--- config.mk ---
export PLATFORM = sky130hd
export DESIGN_NAME = hypervisor_csr_access_filter
export DESIGN_NICKNAME = d
export VERILOG_FILES = /design/src/rtl/hcaf_pkg.sv /design/src/rtl/hypervisor_csr_access_filter.sv
export SDC_FILE = /design/constraint.sdc
export NUM_CORES = 1
export LEC_CHECK = 0
export ABC_AREA = 1
export BUFFER_PORTS_ARGS = -buffer_cell sky130_fd_sc_hd__buf_2
export CAP_MARGIN = 25
export CORE_MARGIN = 2
export CORE_UTILIZATION = 41
export DETAILED_ROUTE_END_ITERATION = 7
export PLACE_DENSITY = 0.77
export SYNTH_ARGS = -nofsm -noshare
export SYNTH_HDL_FRONTEND = slang
export SYNTH_SLANG_ARGS = --single-unit
--- constraint.sdc ---
create_clock -name clk_i -period 1.9 [get_ports clk_i]
set_input_delay 0.57 -clock clk_i [delete_from_list [all_inputs] [get_ports clk_i]]
set_output_delay 0.57 -clock clk_i [all_outputs]
set_load 0.05 [all_outputs]
--- src/rtl/hcaf_pkg.sv ---
// Package for the hypervisor CSR access filter: beat structs, CSR numbers,
// opcode codes and the stored hstatus field layout.
// No dependencies.
package hcaf_pkg;

  // Access opcode
  localparam logic OpRead  = 1'b0;
  localparam logic OpWrite = 1'b1;

  // Hypervisor CSR numbers
  localparam logic [11:0] CsrHstatus    = 12'h600;
  localparam logic [11:0] CsrHypLo      = 12'h60A;
  localparam logic [11:0] CsrHyp2First  = 12'h643;
  localparam logic [11:0] CsrHyp2Last   = 12'h64A;
  localparam logic [11:0] CsrHgatp      = 12'h680;
  localparam logic [11:0] CsrHgeip      = 12'hE12;

  // VS shadow range
  localparam logic [11:0] CsrVsFirst    = 12'h200;
  localparam logic [11:0] CsrVsLast     = 12'h244;
  localparam logic [11:0] CsrVsatp      = 12'h280;

  // Supervisor CSRs renamed while virtualized
  localparam logic [11:0] CsrSstatus    = 12'h100;
  localparam logic [11:0] CsrSie        = 12'h104;
  localparam logic [11:0] CsrStvec      = 12'h105;
  localparam logic [11:0] CsrScounteren = 12'h106;
  localparam logic [11:0] CsrSscratch   = 12'h140;
  localparam logic [11:0] CsrSepc       = 12'h141;
  localparam logic [11:0] CsrScause     = 12'h142;
  localparam logic [11:0] CsrStval      = 12'h143;
  localparam logic [11:0] CsrSip        = 12'h144;
  localparam logic [11:0] CsrSatp       = 12'h180;

  // VS shadow = supervisor number plus 0x100
  localparam logic [11:0] VsOffset      = 12'h100;

  localparam logic [1:0] VsxlFixed      = 2'd2;
  localparam logic [1:0] HupmmReserved  = 2'b01;

  typedef struct packed {
    logic        opcode;
    logic [11:0] csr_number;
    logic        virtualized;
    logic [63:0] write_value;
  } hcaf_in_t;

  typedef struct packed {
    logic [11:0] mapped_csr;
    logic        virtual_instruction;
    logic        hits_hstatus;
    logic [63:0] read_data;
  } hcaf_out_t;

  // Only the writable hstatus fields are kept
  typedef struct packed {
    logic [1:0] hupmm;  // bits 49:48
    logic       vtsr;   // bit 22
    logic       vtw;    // bit 21
    logic       vtvm;   // bit 20
    logic       hu;     // bit 9
    logic       spvp;   // bit 8
    logic       spv;    // bit 7
    logic       gva;    // bit 6
  } hstatus_t;

endpackage

--- src/rtl/hypervisor_csr_access_filter.sv ---
// Top level of the hypervisor CSR access filter: VS renaming, virtual
// instruction check and the hstatus register. Depends on hcaf_pkg.
//
// Usage:
//   Input channel (in_valid_i/in_ready_o/in_data_i) carries one CSR access a
//   beat; output channel (out_valid_o/out_ready_i/out_data_o) returns one
//   result beat per access, in order.
//   cfg_we_i/cfg_wdata_i set pointer masking; write only while idle.
//   The input register loads at the accept edge; the result register loads
//   when the access leaves the input register, which a stalled receiver holds off.
//   Throughput: one access per cycle while the receiver does not stall; the decode
//   and the hstatus update sit in the single logic stage between the registers.
//   hstatus is updated when an access leaves the input register, so a later
//   access always sees the effect of earlier ones.
//   Reset clears hstatus, pointer masking and both valid flags.
//   When the receiver stalls, the result register holds; the input register
//   still takes one more beat, then in_ready_o drops until out_ready_i rises.
module hypervisor_csr_access_filter
  import hcaf_pkg::*;
(
  input  logic      clk_i,
  input  logic      rst_ni,
  input  logic      in_valid_i,
  output logic      in_ready_o,
  input  hcaf_in_t  in_data_i,
  output logic      out_valid_o,
  input  logic      out_ready_i,
  output hcaf_out_t out_data_o,
  input  logic      cfg_we_i,
  input  logic      cfg_wdata_i
);

  logic      pm_en_q;
  hstatus_t  hstatus_q, hstatus_d;
  logic      s1_valid_q;
  hcaf_in_t  s1_data_q;
  logic      out_valid_q;
  hcaf_out_t out_data_q, out_data_d;

  logic      s1_advance;
  logic      in_fire;
  logic [11:0] num;
  logic [11:0] mapped;
  logic      is_hyp, is_shadow, vinst, hit;
  hstatus_t  masked;
  hstatus_t  upd;

  assign s1_advance = s1_valid_q && (!out_valid_q || out_ready_i);
  assign in_ready_o = !s1_valid_q || s1_advance;
  assign in_fire    = in_valid_i && in_ready_o;

  assign num = s1_data_q.csr_number;

  always_comb begin
    mapped = num;
    if (s1_data_q.virtualized) begin
      unique case (num)
        CsrSstatus, CsrSie, CsrStvec, CsrScounteren, CsrSscratch,
        CsrSepc, CsrScause, CsrStval, CsrSip, CsrSatp: mapped = num + VsOffset;
        default: mapped = num;
      endcase
    end
  end

  // Check uses the number as issued
  assign is_hyp = (num >= CsrHstatus && num <= CsrHypLo) ||
                  (num >= CsrHyp2First && num <= CsrHyp2Last) ||
                  (num == CsrHgatp) || (num == CsrHgeip);
  assign is_shadow = (num >= CsrVsFirst && num <= CsrVsLast) || (num == CsrVsatp);
  assign vinst = s1_data_q.virtualized && (is_hyp || is_shadow);
  assign hit   = (mapped == CsrHstatus) && !vinst;

  always_comb begin
    masked       = hstatus_q;
    masked.hupmm = hstatus_q.hupmm & {2{pm_en_q}};

    upd.hupmm = s1_data_q.write_value[49:48] & {2{pm_en_q}};
    upd.vtsr  = s1_data_q.write_value[22];
    upd.vtw   = s1_data_q.write_value[21];
    upd.vtvm  = s1_data_q.write_value[20];
    upd.hu    = s1_data_q.write_value[9];
    upd.spvp  = s1_data_q.write_value[8];
    upd.spv   = s1_data_q.write_value[7];
    upd.gva   = s1_data_q.write_value[6];
    // reserved HUPMM encoding leaves the field alone
    if (upd.hupmm == HupmmReserved) begin
      upd.hupmm = hstatus_q.hupmm;
    end

    hstatus_d = hstatus_q;
    if (s1_advance && hit && s1_data_q.opcode == OpWrite) begin
      hstatus_d = upd;
    end
  end

  always_comb begin
    out_data_d.mapped_csr          = mapped;
    out_data_d.virtual_instruction = vinst;
    out_data_d.hits_hstatus        = hit;
    out_data_d.read_data           = '0;
    if (hit && s1_data_q.opcode == OpRead) begin
      out_data_d.read_data[49:48] = masked.hupmm;
      out_data_d.read_data[33:32] = VsxlFixed;
      out_data_d.read_data[22]    = masked.vtsr;
      out_data_d.read_data[21]    = masked.vtw;
      out_data_d.read_data[20]    = masked.vtvm;
      out_data_d.read_data[9]     = masked.hu;
      out_data_d.read_data[8]     = masked.spvp;
      out_data_d.read_data[7]     = masked.spv;
      out_data_d.read_data[6]     = masked.gva;
    end
  end

  always_ff @(posedge clk_i or negedge rst_ni) begin
    if (!rst_ni) begin
      pm_en_q     <= 1'b0;
      hstatus_q   <= '0;
      s1_valid_q  <= 1'b0;
      out_valid_q <= 1'b0;
    end else begin
      if (cfg_we_i) begin
        pm_en_q <= cfg_wdata_i;
      end
      hstatus_q <= hstatus_d;
      if (in_ready_o) begin
        s1_valid_q <= in_valid_i;
      end
      if (s1_advance) begin
        out_valid_q <= 1'b1;
      end else if (out_ready_i) begin
        out_valid_q <= 1'b0;
      end
    end
  end

  always_ff @(posedge clk_i) begin
    if (in_fire) begin
      s1_data_q <= in_data_i;
    end
    if (s1_advance) begin
      out_data_q <= out_data_d;
    end
  end

  assign out_valid_o = out_valid_q;
  assign out_data_o  = out_data_q;

  // hstatus changes only on a write beat that hits it
  a_state_only_on_write: assert property (@(posedge clk_i) disable iff (!rst_ni)
    !(s1_advance && hit && s1_data_q.opcode == OpWrite) |=> $stable(hstatus_q))
    else $error("hstatus changed without a hitting write");

  a_reserved_never_stored: assert property (@(posedge clk_i) disable iff (!rst_ni)
    hstatus_q.hupmm != HupmmReserved)
    else $error("reserved HUPMM value stored");

  a_fault_no_hit: assert property (@(posedge clk_i) disable iff (!rst_ni)
    out_valid_o && out_data_o.virtual_instruction |-> !out_data_o.hits_hstatus)
    else $error("faulted access marked as hstatus hit");

  a_rdata_needs_hit: assert property (@(posedge clk_i) disable iff (!rst_ni)
    out_valid_o && (out_data_o.read_data != '0) |-> out_data_o.hits_hstatus)
    else $error("read data without hstatus hit");

  a_no_drop_on_stall: assert property (@(posedge clk_i) disable iff (!rst_ni)
    s1_valid_q && out_valid_q && !out_ready_i |=> s1_valid_q && out_valid_q)
    else $error("beat lost under stall");

endmodule
After elaboration in Yosys (flattened, before gate mapping)

Index checks and enable logic that the tools add are counted.

Flip-flop bits (word level): 101
Input port bits: 84
Word-level logic and storage cells: 74

Add/sub/neg operators: 1
$lt $le $gt $ge: 6
Eq/ne operators: 15
Mux-type cells: 5
Bitwise operators: 4
Reduce and logical (&&, ||, !) cells: 23

Operators by type and width:

| cell                                                                | count |
|---|---|
| == test 12 x 9 -> 1 bit, second input constant                      | 10 |
| == test 12 x 11 -> 1 bit, second input constant                     | 2 |
| greater-or-equal comparator 12 x 11 -> 1 bit, second input constant | 2 |
| <= comparator 12 x 11 -> 1 bit, second input constant               | 2 |
| two-way mux 12 bit                                                  | 2 |
| adder 12 x 9 -> 12 bit, second input constant                       | 1 |
| == test 12 x 10 -> 1 bit, second input constant                     | 1 |
| == test 12 bit, second input constant                               | 1 |
| greater-or-equal comparator 12 x 10 -> 1 bit, second input constant | 1 |
| <= comparator 12 x 10 -> 1 bit, second input constant               | 1 |
| logical AND 1 bit                                                   | 10 |
| OR reduction 10 bit                                                 | 1 |
| logical OR 1 bit                                                    | 7 |
| bitwise AND 2 bit                                                   | 2 |
| zero test 1 bit                                                     | 3 |
| == test 2 x 1 -> 1 bit, second input constant                       | 1 |
| two-way mux 1 bit                                                   | 2 |
| two-way mux 2 bit                                                   | 1 |
| NOT 1 bit                                                           | 2 |
| AND reduction 2 bit                                                 | 1 |
| nonzero test 2 bit                                                  | 1 |

Logic depth before layout (Yosys ltp)

Depth after elaboration: 12
Gate-level depth with buffers: 15
Mapped depth without buffers: 15

Worst setup path before layout

No wires, ideal clock.

Path type: register -> register
Start point: register out_valid_q (netlist: out_valid_o)
End point: register s1_data_q (netlist bit num[0]) (enable)
Setup time: 0.378 ns
Arrival time: 1.716 ns
Required time: 1.522 ns
Setup slack: -0.194 ns
Stages on the path, launching flop included: 4
Path buffers: 0
Cell sequence: dfrtp_1 > nand3_1 > nand2_1 > inv_1

Cells in the longest elaborated chain, start to end: 5

RTL lines:

| what                   | RTL line                            | RTL |
|---|---|---|
| start, declared        | hypervisor_csr_access_filter.sv:37  | `logic out_valid_q;` |
| start signal, assigned | hypervisor_csr_access_filter.sv:119 | `out_valid_q <= 1'b0;` |
| start signal, assigned | hypervisor_csr_access_filter.sv:129 | `out_valid_q <= 1'b1;` |
| start signal, assigned | hypervisor_csr_access_filter.sv:131 | `out_valid_q <= 1'b0;` |
| zero test 1 bit        | hypervisor_csr_access_filter.sv:48  | `assign s1_advance = s1_valid_q && (!out_valid_q \|\| out_ready_i);` |
| logical OR 1 bit       | hypervisor_csr_access_filter.sv:48  |  |
| logical AND 1 bit      | hypervisor_csr_access_filter.sv:48  |  |
| logical OR 1 bit       | hypervisor_csr_access_filter.sv:49  | `assign in_ready_o = !s1_valid_q \|\| s1_advance;` |
| via in_ready_o         | hypervisor_csr_access_filter.sv:24  | `output logic in_ready_o,` |
| logical AND 1 bit      | hypervisor_csr_access_filter.sv:50  | `assign in_fire = in_valid_i && in_ready_o;` |
| via in_fire            | hypervisor_csr_access_filter.sv:41  | `logic in_fire;` |
| end signal, assigned   | hypervisor_csr_access_filter.sv:138 | `s1_data_q <= in_data_i;` |
| end, declared          | hypervisor_csr_access_filter.sv:36  | `hcaf_in_t s1_data_q;` |

The timed path passes the listed nets, and every way through them passes these cells.
A chain may end at the register's enable or synchronous reset.

Final worst setup path

Start point: register s1_data_q (netlist bit num[7])
End point: register out_data_q (netlist bit out_data_o[20]) (data pin)

RTL lines:

| what                                                           | RTL line                            | RTL |
|---|---|---|
| branches (longest 2 deep; another with adder 12 x 9 -> 12 bit) | --                                  |  |
| two-way mux 12 bit (*)                                         | hypervisor_csr_access_filter.sv:57  | `unique case (num)` |
| two-way mux 12 bit (*)                                         | hypervisor_csr_access_filter.sv:56  | `if (s1_data_q.virtualized) begin` |
| via mapped[8]                                                  | hypervisor_csr_access_filter.sv:43  | `logic [11:0] mapped;` |
| == test 12 x 11 -> 1 bit (*)                                   | hypervisor_csr_access_filter.sv:71  | `assign hit = (mapped == CsrHstatus) && !vinst;` |
| logical AND 1 bit (*)                                          | hypervisor_csr_access_filter.sv:71  |  |
| logical AND 1 bit (*)                                          | hypervisor_csr_access_filter.sv:101 | `if (hit && s1_data_q.opcode == OpRead) begin` |
| end signal, assigned                                           | hypervisor_csr_access_filter.sv:141 | `out_data_q <= out_data_d;` |
| end, declared                                                  | hypervisor_csr_access_filter.sv:38  | `hcaf_out_t out_data_q, out_data_d;` |

Mark *: on every way through the listed nets, which the timed path passes.

==> results by group <==
Timing
  – Slack of the critical path: -0.216 ns
  – Hold Violations, Final: 0
  – Clock Skew: 0.0116 ns
  – F_max: 0.472 GHz
  – Post-layout min period: 2.12 ns
  – Final Setup Violations: 20
  – Final Cycle Share: 111%
  – RSZ-0062 raised after global routing: yes
  – Hold_ws: 0.0910 ns
  – Setup TNS: -3.46 ns
  – Fin. max-slew vios: 0

GRT
  – Initial antenna violation count: 0
  – First-pass GRT wire length: 9480 um
  – GRT Resource Usage Total: 14.9%
  – Largest net degree at the start of global routing: 25
  – Grt ovf: 0
  – Vias in the first global route: 2049

Yosys
  – Warnings from Yosys: 0
  – Synth area leader: edfxtp_1
  – Avg Cell Area, Syn: 9.66 um^2
  – Post-synth top area share: 46.8%
  – Mapped Area: 0.00301 mm^2
  – Netlist cell types: 26
  – Seq cells post-synth: 59
  – Seq/Total Area, Yosys: 56.8%
  – Syn Inst Count: 312
  – Top post-synthesis cells by area: edfxtp_1 (47%), buf_4 (13%), dfrtp_1 (10%)

Cells and area
  – Final Net Count: 511
  – Area Overhead vs Synth: 31.5%
  – Post-Layout Cell Count: 528
  – Filler instances: 580
  – Design area: 0.00396 mm^2
  – Layout cells sized above 1: 41.3%
  – # diodes: 0

CTS
  – CTS Root Cell: clkbuf_8
  – Post-CTS Hold Buffers: 0
  – Clock Sinks: 59
  – Clock Tree Buf Depth: 2
  – Clock slew at reported path FFs: 0.07 ns
  – CTS buffer count: 9
  – Clk Latency, worst-skew pair: 0.34 ns
  – CTS tree: done
  – H-tree Lvls: 3

Drt
  – DRC: 0
  – Routed Antenna Nets: 0
  – 1st-pass router iterations: 5
  – Final WL: 6190 um
  – Vias per cell: 4.30
  – DRT iter0 DRCs: 166
  – Wire per inst: 11.7 um
  – Routed vias: 2273

Place
  – Gp weighted congestion: 0.848
  – Placed inst area: 0.00349 mm^2
  – Port-buffer cells: 54
  – HPWL Detailed: 4130 um
  – Placed Cells: 498

Critical path
  – CP max-delay cell: edfxtp_1
  – Worst setup SP type: register
  – Crit-path max FO: 5
  – Crit-path most repeated cell: nand2_2
  – Worst-path cell chain: inv_2 -> nand2_2 -> nor2_4 -> nand2_2 -> nand4_4 -> nand3_2 -> nand2_2 -> nand2_2 -> nor2_2 -> nand2_2 -> nor2_4 -> buf_4 -> nand2_4 -> nor2_1
  – CP peak stage delay: 0.44 ns
  – Crit. End Element: register
  – Worst Setup Path Type: reg2reg
  – Worst EP arrival: 2.33 ns
  – Req. time, crit path: 2.11 ns

Die
  – Initial core utilization: 42.0%
  – Die area: 0.00805 mm^2
  – IO Pins: 164
  – Core area: 0.00718 mm^2
  – Die H: 89.7 um
  – Die Wd: 89.7 um
  – Core Rows: 31

Pwr
  – PwrDens: 923 mW/mm^2
  – Total power: 3660 uW
  – Max IR drop VDD: 0.000555 V
  – Leak: 0.00190 uW

Hold path
  – Worst hold path class: in2async

Status
  – Run status: finished, violations left
  – Failing checks: negative setup slack

Flow run
  – Max_cap viols: 0
[power breakdown]
group          switching (uW)  total [uW]  internal, uW  leakage [uW]
sequential               55.6        1580          1530      0.000618
clock                     513        1190           678     0.0000978
combinational             678         883           205       0.00119
[flip-flops by register name, indices dropped and copies added, names as in the netlist]
signal	count
s1_data_q	11
out_valid_o	1
pm_en_q	1
out_data_o	24
s1_valid_q	1
num	12
hstatus_q	9
[synthesized netlist by cell type]
| cell | n |
|---|---|
| nand4_4 | 1 |
| inv_1 | 34 |
| clkbuf_1 | 1 |
| nand3b_1 | 1 |
| a21oi_1 | 3 |
| nor3_1 | 1 |
| nor2_2 | 2 |
| conb_1 | 1 |
| buf_2 | 1 |
| nor2_1 | 32 |
| nand4_1 | 6 |
| nand3_1 | 24 |
| nand2_1 | 71 |
| nor3_2 | 1 |
| buf_4 | 54 |
| or2_2 | 1 |
| edfxtp_1 | 47 |
| o21ai_1 | 2 |
| nand3_2 | 1 |
| dfrtp_1 | 12 |
| o21ai_0 | 1 |
| buf_6 | 1 |
| inv_2 | 5 |
| nor2_4 | 1 |
| nand2_2 | 5 |
| ha_1 | 3 |
[final timing paths]
check	from	depth (start not counted)	end	slack [ns]
setup / recovery	num[7]	14	out_data_o[20]	-0.22
hold / removal	rst_ni	1	hstatus_q[6]	0.09
setup reg to reg	num[7]	14	out_data_o[20]	-0.22
hold reg to reg	s1_data_q[9]	2	hstatus_q[3]	0.48
max in group asynchronous	rst_ni	1	hstatus_q[2]	1.58
min in group clk_i	in_data_i[7]	1	s1_data_q[7]	0.40
[metrics by stage]
stage | setup slack [ns] | utilization (%)
after floorplan | 0.0233 | -
after global placement | -0.113 | 48.6
after detailed placement | -0.194 | 48.6
after CTS | -0.0981 | 52.7
after global routing | -0.323 | 55.2
final | -0.216 | 55.2
[cell type report]
type / count / area [um^2] / share of cell area (%)
Clock buffer: 11 / 151 / 3.82
Clock inverter: 5 / 61.3 / 1.55
Inverter: 39 / 146 / 3.69
Multi-Input combinational cell: 211 / 1090 / 27.4
Sequential cell: 59 / 1710 / 43.2
Tap cell: 99 / 124 / 3.13
Timing Repair Buffer: 104 / 682 / 17.2
[critical path, delay by kind of cell (launching register included)]
kind | cells | cell delay [ns]
buffers and inverters | 2 | 0.26
flip-flops | 1 | 0.44
AND/OR/NAND/NOR | 12 | 1.29
[logic make-up (layout without fill, tap and decap cells)]
kind of cell | count (synthesis) | count (layout) | share of synthesized area [%]
AO/OA/AOI/OAI | 6 | 6 | 0.996
flip-flops | 59 | 59 | 56.8
adder cells (fa/ha/maj) | 3 | 3 | 1.25
buffers and inverters | 96 | 159 | 19.0
other | 1 | 54 | 0.124
AND/OR/NAND/NOR | 147 | 148 | 21.9
[placed cells by master, fill, tap and decap left out]
cell        count
nor3_2          2
nand3_2         6
o21ai_1         2
bufinv_16       1
nand3b_1        1
buf_4          45
nand4_1         6
conb_1         54
nand2_1        56
ha_4            1
inv_2           8
a21oi_2         1
nor2_1         20
buf_2          54
clkbuf_8       11
buf_6           3
nand2_4         4
ha_2            1
a21oi_1         2
nand3_1        19
or2_2           1
o21ai_0         1
clkinv_4        1
ha_1            1
nand2_2        17
nor2_2         11
clkinvlp_4      3
edfxtp_1       47
nand4_4         1
inv_1          31
nor2_4          4
buf_12          2
dfrtp_1        12
[routing by layer]
| layer | up-vias | wire (um) | global-route usage, % |
|---|---|---|---|
| met5 | - | 0 | 0 |
| met4 | 0 | 126 | 7.56 |
| met3 | 13 | 446 | 3.94 |
| met2 | 110 | 3030 | 23.8 |
| met1 | 1031 | 2590 | 18.7 |
| li1 | 1119 | - | - |
[what timing repair did]
| item | 4_1_cts | 5_1_grt |
|---|---|---|
| gates resized for setup | 15 | 35 |
| setup endpoints to repair | 20 | 20 |
| gates cloned | 0 | 1 |
| endpoints found under the hold margin | 0 | 0 |
| setup buffers | 5 | 9 |
| pin swaps | 3 | 9 |
Note: power is estimated with default switching activity, not from simulation.
